$ cat config.mk
export PLATFORM = sky130hd
export DESIGN_NAME = c2dsz_ctrl
export DESIGN_NICKNAME = d
export VERILOG_FILES = /design/src/c2dsz_pkg.sv /design/src/c2dsz_ctrl.sv
export SDC_FILE = /design/constraint.sdc
export NUM_CORES = 1
export LEC_CHECK = 0
export BUFFER_PORTS_ARGS = -buffer_cell sky130_fd_sc_hd__buf_2
export CELL_PAD_IN_SITES_DETAIL_PLACEMENT = 0
export CELL_PAD_IN_SITES_GLOBAL_PLACEMENT = 1
export CORE_AREA = 5 5 52 54
export CTS_CLUSTER_DIAMETER = 60
export CTS_CLUSTER_SIZE = 24
export DETAILED_ROUTE_END_ITERATION = 16
export DIE_AREA = 0 0 57 59
export HOLD_SLACK_MARGIN = 0.05
export PLACE_DENSITY_LB_ADDON = 0.2
export SLEW_MARGIN = 15
export SYNTH_ARGS = -nofsm -noshare
export SYNTH_HDL_FRONTEND = slang
export SYNTH_SLANG_ARGS = --single-unit
$ cat constraint.sdc
create_clock -name aclk -period 3 [get_ports aclk]
set_input_delay 0.45 -clock aclk [delete_from_list [all_inputs] [get_ports aclk]]
set_output_delay 0.45 -clock aclk [all_outputs]
set_load 0.01 [all_outputs]
$ cat src/c2dsz_pkg.sv
`timescale 1ns / 1ps
package c2dsz_pkg;

    localparam int SAMPLE_W     = 16;
    localparam int DEF_MAX_COLS = 1024;
    localparam int DEF_MAX_K    = 5;
    localparam int MAX_RESULTS  = 3;
    localparam int CNT_W        = $clog2(MAX_RESULTS + 1);

    localparam logic [1:0] FUNC_TAP   = 2'd0;
    localparam logic [1:0] FUNC_PIX   = 2'd1;
    localparam logic [1:0] FUNC_FLUSH = 2'd2;

    localparam logic [1:0] REG_IMG_ROWS = 2'd0;
    localparam logic [1:0] REG_IMG_COLS = 2'd1;
    localparam logic [1:0] REG_KER_ROWS = 2'd2;
    localparam logic [1:0] REG_KER_COLS = 2'd3;

    typedef struct packed {
        logic [1:0]                 func;
        logic [4:0]                 tap_index;
        logic signed [SAMPLE_W-1:0] value;
    } in_item_t;

    typedef struct packed {
        logic signed [SAMPLE_W-1:0] out_value;
        logic [15:0]                out_row;
        logic [9:0]                 out_col;
        logic                       last_of_run;
        logic                       frame_done;
    } out_item_t;

    typedef struct packed {
        logic write_tap;
        logic write_pix;
        logic start_out;
        logic step;
        logic emit;
        logic last;
        logic advance_in;
    } dp_cmd_t;

    typedef struct packed {
        logic tap_ok;
        logic is_pixel;
        logic ready_now;
        logic ready_next;
        logic tap_last;
        logic out_free;
    } dp_stat_t;

endpackage

$ cat src/c2dsz_ctrl.sv
`timescale 1ns / 1ps
module c2dsz_ctrl
    import c2dsz_pkg::*;
(
    input  logic     aclk,
    input  logic     aresetn,
    input  logic     s_valid,
    output logic     s_ready,
    input  in_item_t s_data,
    input  dp_stat_t stat,
    output dp_cmd_t  cmd
);
    typedef enum logic [4:0] {
        ST_IDLE  = 5'b00001,
        ST_CHECK = 5'b00010,
        ST_MAC   = 5'b00100,
        ST_DRAIN = 5'b01000,
        ST_EMIT  = 5'b10000
    } state_t;

    state_t     state_reg, state_next;
    logic [CNT_W-1:0] n_reg, n_next;
    logic       last_reg, last_next;
    logic       drain_reg, drain_next;
    logic       accept;

    assign s_ready = (state_reg == ST_IDLE);
    assign accept  = s_valid && s_ready;

    always_comb begin
        state_next = state_reg;
        n_next     = n_reg;
        last_next  = last_reg;
        drain_next = drain_reg;
        cmd        = '0;
        cmd.last   = last_reg;
        case (state_reg)
            ST_IDLE: begin
                if (accept) begin
                    case (s_data.func)
                        FUNC_TAP: begin
                            cmd.write_tap = stat.tap_ok;
                        end
                        FUNC_PIX, FUNC_FLUSH: begin
                            if (s_data.func == FUNC_PIX || !stat.is_pixel) begin
                                cmd.write_pix = stat.is_pixel;
                                n_next        = '0;
                                state_next    = ST_CHECK;
                            end
                        end
                        default: begin
                        end
                    endcase
                end
            end
            ST_CHECK: begin
                if (32'(n_reg) < MAX_RESULTS && stat.ready_now) begin
                    cmd.start_out = 1'b1;
                    last_next     = (32'(n_reg) == MAX_RESULTS - 1) || !stat.ready_next;
                    state_next    = ST_MAC;
                end else begin
                    cmd.advance_in = 1'b1;
                    state_next     = ST_IDLE;
                end
            end
            ST_MAC: begin
                cmd.step = 1'b1;
                if (stat.tap_last) begin
                    drain_next = 1'b0;
                    state_next = ST_DRAIN;
                end
            end
            ST_DRAIN: begin
                drain_next = 1'b1;
                if (drain_reg) begin
                    state_next = ST_EMIT;
                end
            end
            ST_EMIT: begin
                // hold until the output register can take the item
                if (stat.out_free) begin
                    cmd.emit   = 1'b1;
                    n_next     = n_reg + 1'b1;
                    state_next = ST_CHECK;
                end
            end
            default: begin
                state_next = ST_IDLE;
            end
        endcase
    end

    always_ff @(posedge aclk) begin
        if (!aresetn) begin
            state_reg <= ST_IDLE;
            n_reg     <= '0;
            last_reg  <= 1'b0;
            drain_reg <= 1'b0;
        end else begin
            state_reg <= state_next;
            n_reg     <= n_next;
            last_reg  <= last_next;
            drain_reg <= drain_next;
        end
    end
endmodule

==> results of run 1 <==
-- cells in the mapped netlist (2+ instances only) --
| cell | count |
|---|---|
| buf_4 | 2 |
| inv_1 | 7 |
| nand3_1 | 2 |
| or3_1 | 2 |
| nand2_1 | 7 |
| o21ai_0 | 4 |
| a21oi_1 | 4 |
| a41oi_1 | 2 |
| dfxtp_1 | 9 |
| nor2_1 | 14 |
| nand2b_1 | 3 |
| ha_1 | 4 |
-- path summary, 6_finish.rpt --
check,startpoint,endpoint,slack (ps)
worst max register to register,state_reg[4]$_SDFFE_PN0P_,last_reg$_SDFFE_PN0P_,1440
worst max-delay path,state_reg[4]$_SDFFE_PN0P_,cmd[0],880
worst min-delay path,stat[2],last_reg$_SDFFE_PN0P_,370
worst min register to register,n_reg[0]$_SDFFE_PN0P_,n_reg[0]$_SDFFE_PN0P_,490
-- kinds of logic (layout without fill, tap and decap cells) --
family | after synthesis | in the layout
simple gates | 38 | 38
compound gates | 15 | 15
buf+inv | 11 | 29
flops | 9 | 9
fa+ha+maj | 4 | 4
xor+xnor | 1 | 1
-- stage by stage --
| stage | total power [mW] | instances | hold slack [ps] | area [um2] |
|---|---|---|---|---|
| 2_1_floorplan | 0.1489 | 78 | 447.3 | 608.1 |
| 3_3_place_gp | 0.1652 | 120 | 466.4 | 703.2 |
| 3_5_place_dp | 0.1651 | 120 | 480.4 | 703.2 |
| 4_1_cts | 0.2601 | 124 | 363.7 | 729.5 |
| 5_1_grt | 0.2760 | 124 | 344.0 | 729.5 |
| 6_report | 0.2546 | 124 | 374.4 | 729.5 |
-- worst max-delay path, cell delays in order, from the launching register on --
cell      delay, ps
dfxtp_1         400
or4b_4          600
nand2b_1        190
nor2_1           90
buf_2           140
-- power breakdown --
group	switching (mW)	internal (mW)	leakage [nW]
logic	0.0211	0.0170	0.265
clock network	0.0416	0.0512	0.0150
registers	0.00252	0.121	0.0727
-- cell usage in the layout (no fill, tap or decap), drive strengths merged --
cell     synthesis  layout
and3             1       1
nor4             1       1
nand3            2       2
a21o             1       1
a2bb2oi          1       1
buf              3      18
clkbuf           1       4
nand2            7       7
and3b            1       1
ha               4       4
nor2            14      14
a2111oi          1       1
or2              1       1
a21oi            4       4
nand4            1       1
nor2b            1       1
o311ai           1       1
o21ai            4       4
dfxtp            9       9
inv              7       7
or3              2       2
nand2b           3       3
xor2             1       1
a41oi            2       2
a311oi           1       1
nand3b           1       1
nor3             1       1
or4b             1       1
nor4b            1       1
-- area by class of cell --
type                            count  area, um2
Tap cell                           28      35.03
Inverter                            7      26.28
Multi-Input combinational cell     58      371.6
Sequential cell                     9      180.2
Clock buffer                        4      26.28
Fill cell                         249       1440
Timing Repair Buffer               18      90.09
-- per-layer routing --
metal	routed length (um)	GRT usage	vias to the layer above
li1	-	-	308
met1	653	0.1055	272
met2	704	0.1582	8
met3	73	0.05011	0
met4	0	0.01987	0
met5	0	0	-
==> results.md, run 1 <==
- Die height: 59 um
- Synth top area share: 0.2963
- Largest net degree at the start of global routing: 11
- Min cycle time layout: 2115 ps
- TritonCTS buffer count: 3
- Overall die area: 3363 um2
- Max reg flops: 5
- Ys Warns: 0
- Power per cell area: 349.1 nW/um2
- Final Util: 0.3362
- Placement Setup Slack: 1165 ps
- Synth Instances: 78
- Layout area overhead: 19.96%
- Post-cts gate resize count: 0
- CP startpoint kind: flip-flop
- Via/cell ratio: 4.742
- Maximum VDD drop: 0.0002068 V
- Post-synthesis compound-gate area fraction: 0.1646
- Leakage Power: 0.3526 nW
- GP Congestion: 0.7812
- Hold path depth: 2
- Fin crit share: 0.7052
- Syn_area_per_cell: 7.796 um2
- Setup Fix Bufs, Post-CTS: 0
- Rel. slew slack: 0.7259
- GRT Total Usage: 0.09388
- Syn Nets: 114
- Initial antenna violation count: 0
- Area contributors post-synth: dfxtp_1 (30%), nor2_1 (8.6%), ha_1 (8.2%)
- Total Routed Length: 1431 um
- Vias: 588
- Post-synth ARST share: 0
- Core Area: 2170 um2
- Simple-Gate Fraction of Synth Area: 0.3498
- DRC Markers: 0
- Ys flop type: dfxtp_1
- # setup viols final: 0
- Wire per inst: 11.54 um
- Skew-Pair Late Insertion Delay: 260 ps
- CTS clk-pin slew, worst paths: 60 ps
- Synth cell types: 30
- Status: finished clean
- PortBufs: 18
- Reg2Reg Depth: 4
- Max Fclk: 472.7 MHz
- Worst Path Max Fanout: 9
- Worst-margin pin slew: 410.1 ps
- TritonCTS clock tree: built
- Site Rows: 17
- Post-Syn Area: 608.1 um2
- Worst Setup End Kind: primary output
- H-tree level count: 1
- Hold Path Class: primary input to flip-flop
- CP Data Arrival Time: 1670 ps
- Layout cells sized above 1: 0.2500
- Initial Util: 0.2803
- Pins Over Slew Limit: 0
- Largest family of logic cells by synthesized area: simple AND/OR/NAND/NOR gates
- CTS max path bufs: 2
- Total gr overflow: 0
- Die Width: 57 um
- Post-synth EDFFs: 0
- CTS sink count: 9
- Adder-Cell Fraction of Synth Area: 0.08230
- Worst Setup Path Type: flip-flop to primary output
- Post-route ant nets: 0
- Final worst slack: 884.5 ps
- DP HPWL: 1148 um
- DRT Pass-1 Iters: 4
- Final #Nets: 133
- Endpoints failing hold: 0
- Vias in the first global route: 584
- Setup TNS Final: 0 ps
- Unrepaired setup endpoints after global routing: no
- Mux share of post-synthesis cell area: 0
- First-pass GRT wire length: 2456 um
- I/O pins: 40
- Largest area contributor in the netlist: dfxtp_1
- Post-synthesis sequential area ratio: 0.2963
- Synth Area in XOR/XNOR: 0.01440
- CTS Hold Buffers Added: 0
- Initial detailed-routing violation count: 7
- CP required: 2550 ps
- Fin Clk Skew: 7.842 ps
- Clk root buf: clkbuf_4
- Maxcap violations: 0
- N_diodes: 0
- Yosys reg bits: 9
(Power assumes the default switching activity.)
==> run 2, diff against run 1 <==
Settings changed: ABC_AREA set to 1, CORE_AREA 5 5 52 54 to 5 5 55 57, DIE_AREA 0 0 57 59 to 0 0 60 62.
Clock period 3 ns to 2.1 ns, I/O delays scaled along.
==> run 2 against run 1 <==
Sequential share of layout area decreased by 0.46 points. Synthesized cell count rose by 15%. Flip-flop and latch count unchanged. Cell count is 13% higher. Critical path depth unchanged. Non-clock buffer count did not move. Largest cell class unchanged. Largest power group unchanged. Highest routed layer unchanged.
==> results.md, run 2 <==
- Status: finished clean
- DRC Markers: 0 (unchanged)
- Final Util: 0.3056 (-0.03066)
- Post-synth EDFFs: 0 (unchanged)
- Leakage Power: 0.4118 nW (+17%)
- Post-synth ARST share: 0 (unchanged)
- Post-synthesis sequential area ratio: 0.2981 (+0.001840)
- Initial antenna violation count: 0 (unchanged)
- Fin crit share: 0.7790
- Post-Syn Area: 604.3 um2 (-0.62%)
- Wire per inst: 9.136 um (-21%)
- Reg2Reg Depth: 6 (+2)
- Site Rows: 18 (+1)
- Syn Nets: 126 (+11%)
- Final #Nets: 147 (+11%)
- Grt met2 use: 0.1404 (-0.01781)
- # setup viols final: 0 (unchanged)
- Total gr overflow: 0 (unchanged)
- Hold Path Class: primary input to flip-flop
- Sequential Area: 180.2 um2 (unchanged)
- Core Area: 2432 um2 (+12%)
- CTS sink count: 9 (unchanged)
- Final instance area: 743.2 um2 (+1.9%)
- Comb power frac: 0.358 (+0.208)
- Slowest cell on the critical path: dfxtp_1
- Overall die area: 3720 um2 (+11%)
- Syn_area_per_cell: 6.715 um2 (-14%)
- Yosys reg bits: 9 (unchanged)
- PortBufs: 18 (unchanged)
- Largest net degree at the start of global routing: 7 (-4)
- P_int: 335.1 uW (+77%)
- Post-route ant nets: 0 (unchanged)
- CP startpoint kind: flip-flop
- Met1 Track Usage GR: 0.1078 (+0.002338)
- Vias in the first global route: 561 (-3.9%)
- Switching power: 207.3 uW (+220%)
- TritonCTS buffer count: 3 (unchanged)
- Clock Power Share: 0.244 (-0.121)
- Switching Share: 0.3821 (+0.1259)
- Crit path cell chain: nor2_4, nand3_2, nor3_4, buf_2
- GRT Total Usage: 0.08559 (-0.008286)
- Worst Setup End Kind: primary output
- Min cycle time layout: 1636 ps
- Vias: 577 (-1.9%)
- Multi-input combinational cell area: 337.8 um2 (-9.1%)
- Hold path depth: 3 (+1)
- CTS Hold Buffers Added: 0 (unchanged)
- N_diodes: 0 (unchanged)
- Via/cell ratio: 4.121 (-13%)
- Busiest grt layer: met2
- M3 GR Usage: 0.03719 (-0.01292)
- GP Congestion: 0.7238 (-7.3%)
- Setup Fix Bufs, Post-CTS: 0 (unchanged)
- Worst Setup Path Type: flip-flop to primary output
- Fin Clk Skew: 8.457 ps (+0.6149 ps)
- Filler cells: 289 (+16%)
- FF-to-FF End: last_reg$_SDFFE_PN0P_
- TritonCTS clock tree: built
- Die height: 62 um (+5.1%)
- Hold Path End: state_reg[4]$_SDFFE_PN0P_
- Final hold slack: 303.8 ps (-70.62 ps)
- Largest area contributor in the netlist: dfxtp_1
- Skew-Pair Late Insertion Delay: 260 ps (about the same)
- Initial detailed-routing violation count: 17 (+10)
- CTS max path bufs: 2 (unchanged)
- Total Routed Length: 1279 um (-11%)
- Max Fclk: 611.3 MHz
- Area contributors post-synth: dfxtp_1 (30%), inv_1 (12%), nand2_1 (11%)
- Sequential power share: 0.397 (-0.089)
- I/O pins: 40 (unchanged)
- CTS clk-pin slew, worst paths: 60 ps (about the same)
- Commonest non-fill, non-tap cell in the layout: inv_1
- Setup TNS Final: 0 ps (unchanged)
- Synth Instances: 90 (+15%)
- Initial Util: 0.2485 (-0.03182)
- Unrepaired setup endpoints after global routing: no
- Worst Path Max Fanout: 5 (-4)
- Ys Warns: 0 (unchanged)
- Post-cts gate resize count: 0 (unchanged)
- DRT Pass-1 Iters: 4 (unchanged)
- DP HPWL: 1101 um (-4.1%)
- Die Width: 60 um (+5.3%)
- Max reg flops: 5 (unchanged)
- Synth top area share: 0.2981 (+0.001840)
- Maximum VDD drop: 0.0004504 V (+120%)
- Rel. slew slack: 0.8143 (+0.08840)
- Endpoints failing hold: 0 (unchanged)
- Clk root buf: clkbuf_4
- Worst r2r src: state_reg[2]$_SDFFE_PN0P_
- Maxcap violations: 0 (unchanged)
- Power per cell area: 729.8 nW/um2 (+110%)
- Layout area overhead: 22.98%
- Layout cells sized above 1: 0.2545 (+0.004545)
- CP max stage delay: 340 ps (-260 ps)
- Reg-to-reg setup timing slack: 910 ps (-530 ps)
- CP required: 1780 ps (-770 ps)
- CP Data Arrival Time: 1320 ps (-350 ps)
- Top cell types by occurrence after synthesis: inv_1 (19), nand2_1 (18), nor2_1 (15), dfxtp_1 (9), a21oi_1 (5)
- First-pass GRT wire length: 2401 um (-2.2%)
- Post-place instance area: 716.9 um2 (+2.0%)
- Ys flop type: dfxtp_1
- H-tree level count: 1 (unchanged)
- Hold_sp: aresetn
- Top-count cell post-synth: inv_1
- Commonest non-fill, non-tap cells in the layout: inv_1 (19), nand2_1 (18), buf_2 (18)
- Pins Over Slew Limit: 0 (unchanged)
- Synth cell types: 16 (-47%)
- Worst-margin pin slew: 275.7 ps (-134.4 ps)
==> run 2: cell types whose count changed after synthesis, moves of 2 or more <==
cell / delta
inv_1: +12
nand2_1: +11
nand2b_1: -3
nand3_2: +3
a41oi_1: -2
nand3_1: +2
nand4_1: +2
nor2_4: +2
o21ai_0: -2
or3_1: -2
==> run 2: through the flow <==
step                      instances  setup WS, ps  power, mW
after floorplan                  90         815.0     0.3624
after global placement          136         677.4     0.4171
after detailed placement        136         673.9     0.4165
after CTS                       140         427.1     0.5552
after global routing            140         353.6     0.6060
final                           140         464.1     0.5424
==> run 2: routing by layer <==
metal | up-vias | part of all wire
li1 | 318 | -
met1 | 248 | 0.46
met2 | 11 | 0.49
met3 | 0 | 0.055
met4 | 0 | 0
met5 | - | 0
==> run 2: final cells by class <==
type | count | area share
multi-input cells | 60 | 0.4545
inverters | 19 | 0.09596
flip-flops and latches | 9 | 0.2424
clock buffers | 4 | 0.03535
repair buffers | 18 | 0.1212
well taps | 30 | 0.05051
==> run 2: worst max path at each step <==
stage	from	to	slack, ps
after global routing	state_reg[2]$_SDFFE_PN0P_	cmd[4]	350
after global placement	s_data[21]	state_reg[4]$_SDFFE_PN0P_	680
after floorplan	state_reg[0]$_SDFFE_PN1P_	cmd[5]	810
after detailed placement	s_data[21]	state_reg[4]$_SDFFE_PN0P_	670
after CTS	state_reg[2]$_SDFFE_PN0P_	cmd[4]	430
final	state_reg[2]$_SDFFE_PN0P_	cmd[4]	460
==> run 2: worst max-delay path: cells and delay by family (launching register included) <==
family	cells	cell delay [ps]
DFF	1	340
buffers and inverters	1	180
and+or+nand+nor	3	550
==> run 2: kinds of logic after synthesis <==
family | after synthesis | synth area share
simple gates | 48 | 0.4058
buf+inv | 21 | 0.1429
flops | 9 | 0.2981
compound gates | 8 | 0.07039
fa+ha+maj | 4 | 0.08282
==> run 2: power groups by stage <==
| stage | sequential (mW) | combinational [mW] | clock [mW] |
|---|---|---|---|
| after floorplan | 0.214 | 0.148 | 0 |
| after global placement | 0.218 | 0.199 | 0 |
| after detailed placement | 0.219 | 0.197 | 0 |
| after CTS | 0.215 | 0.198 | 0.142 |
| after global routing | 0.219 | 0.230 | 0.157 |
| final | 0.216 | 0.194 | 0.132 |
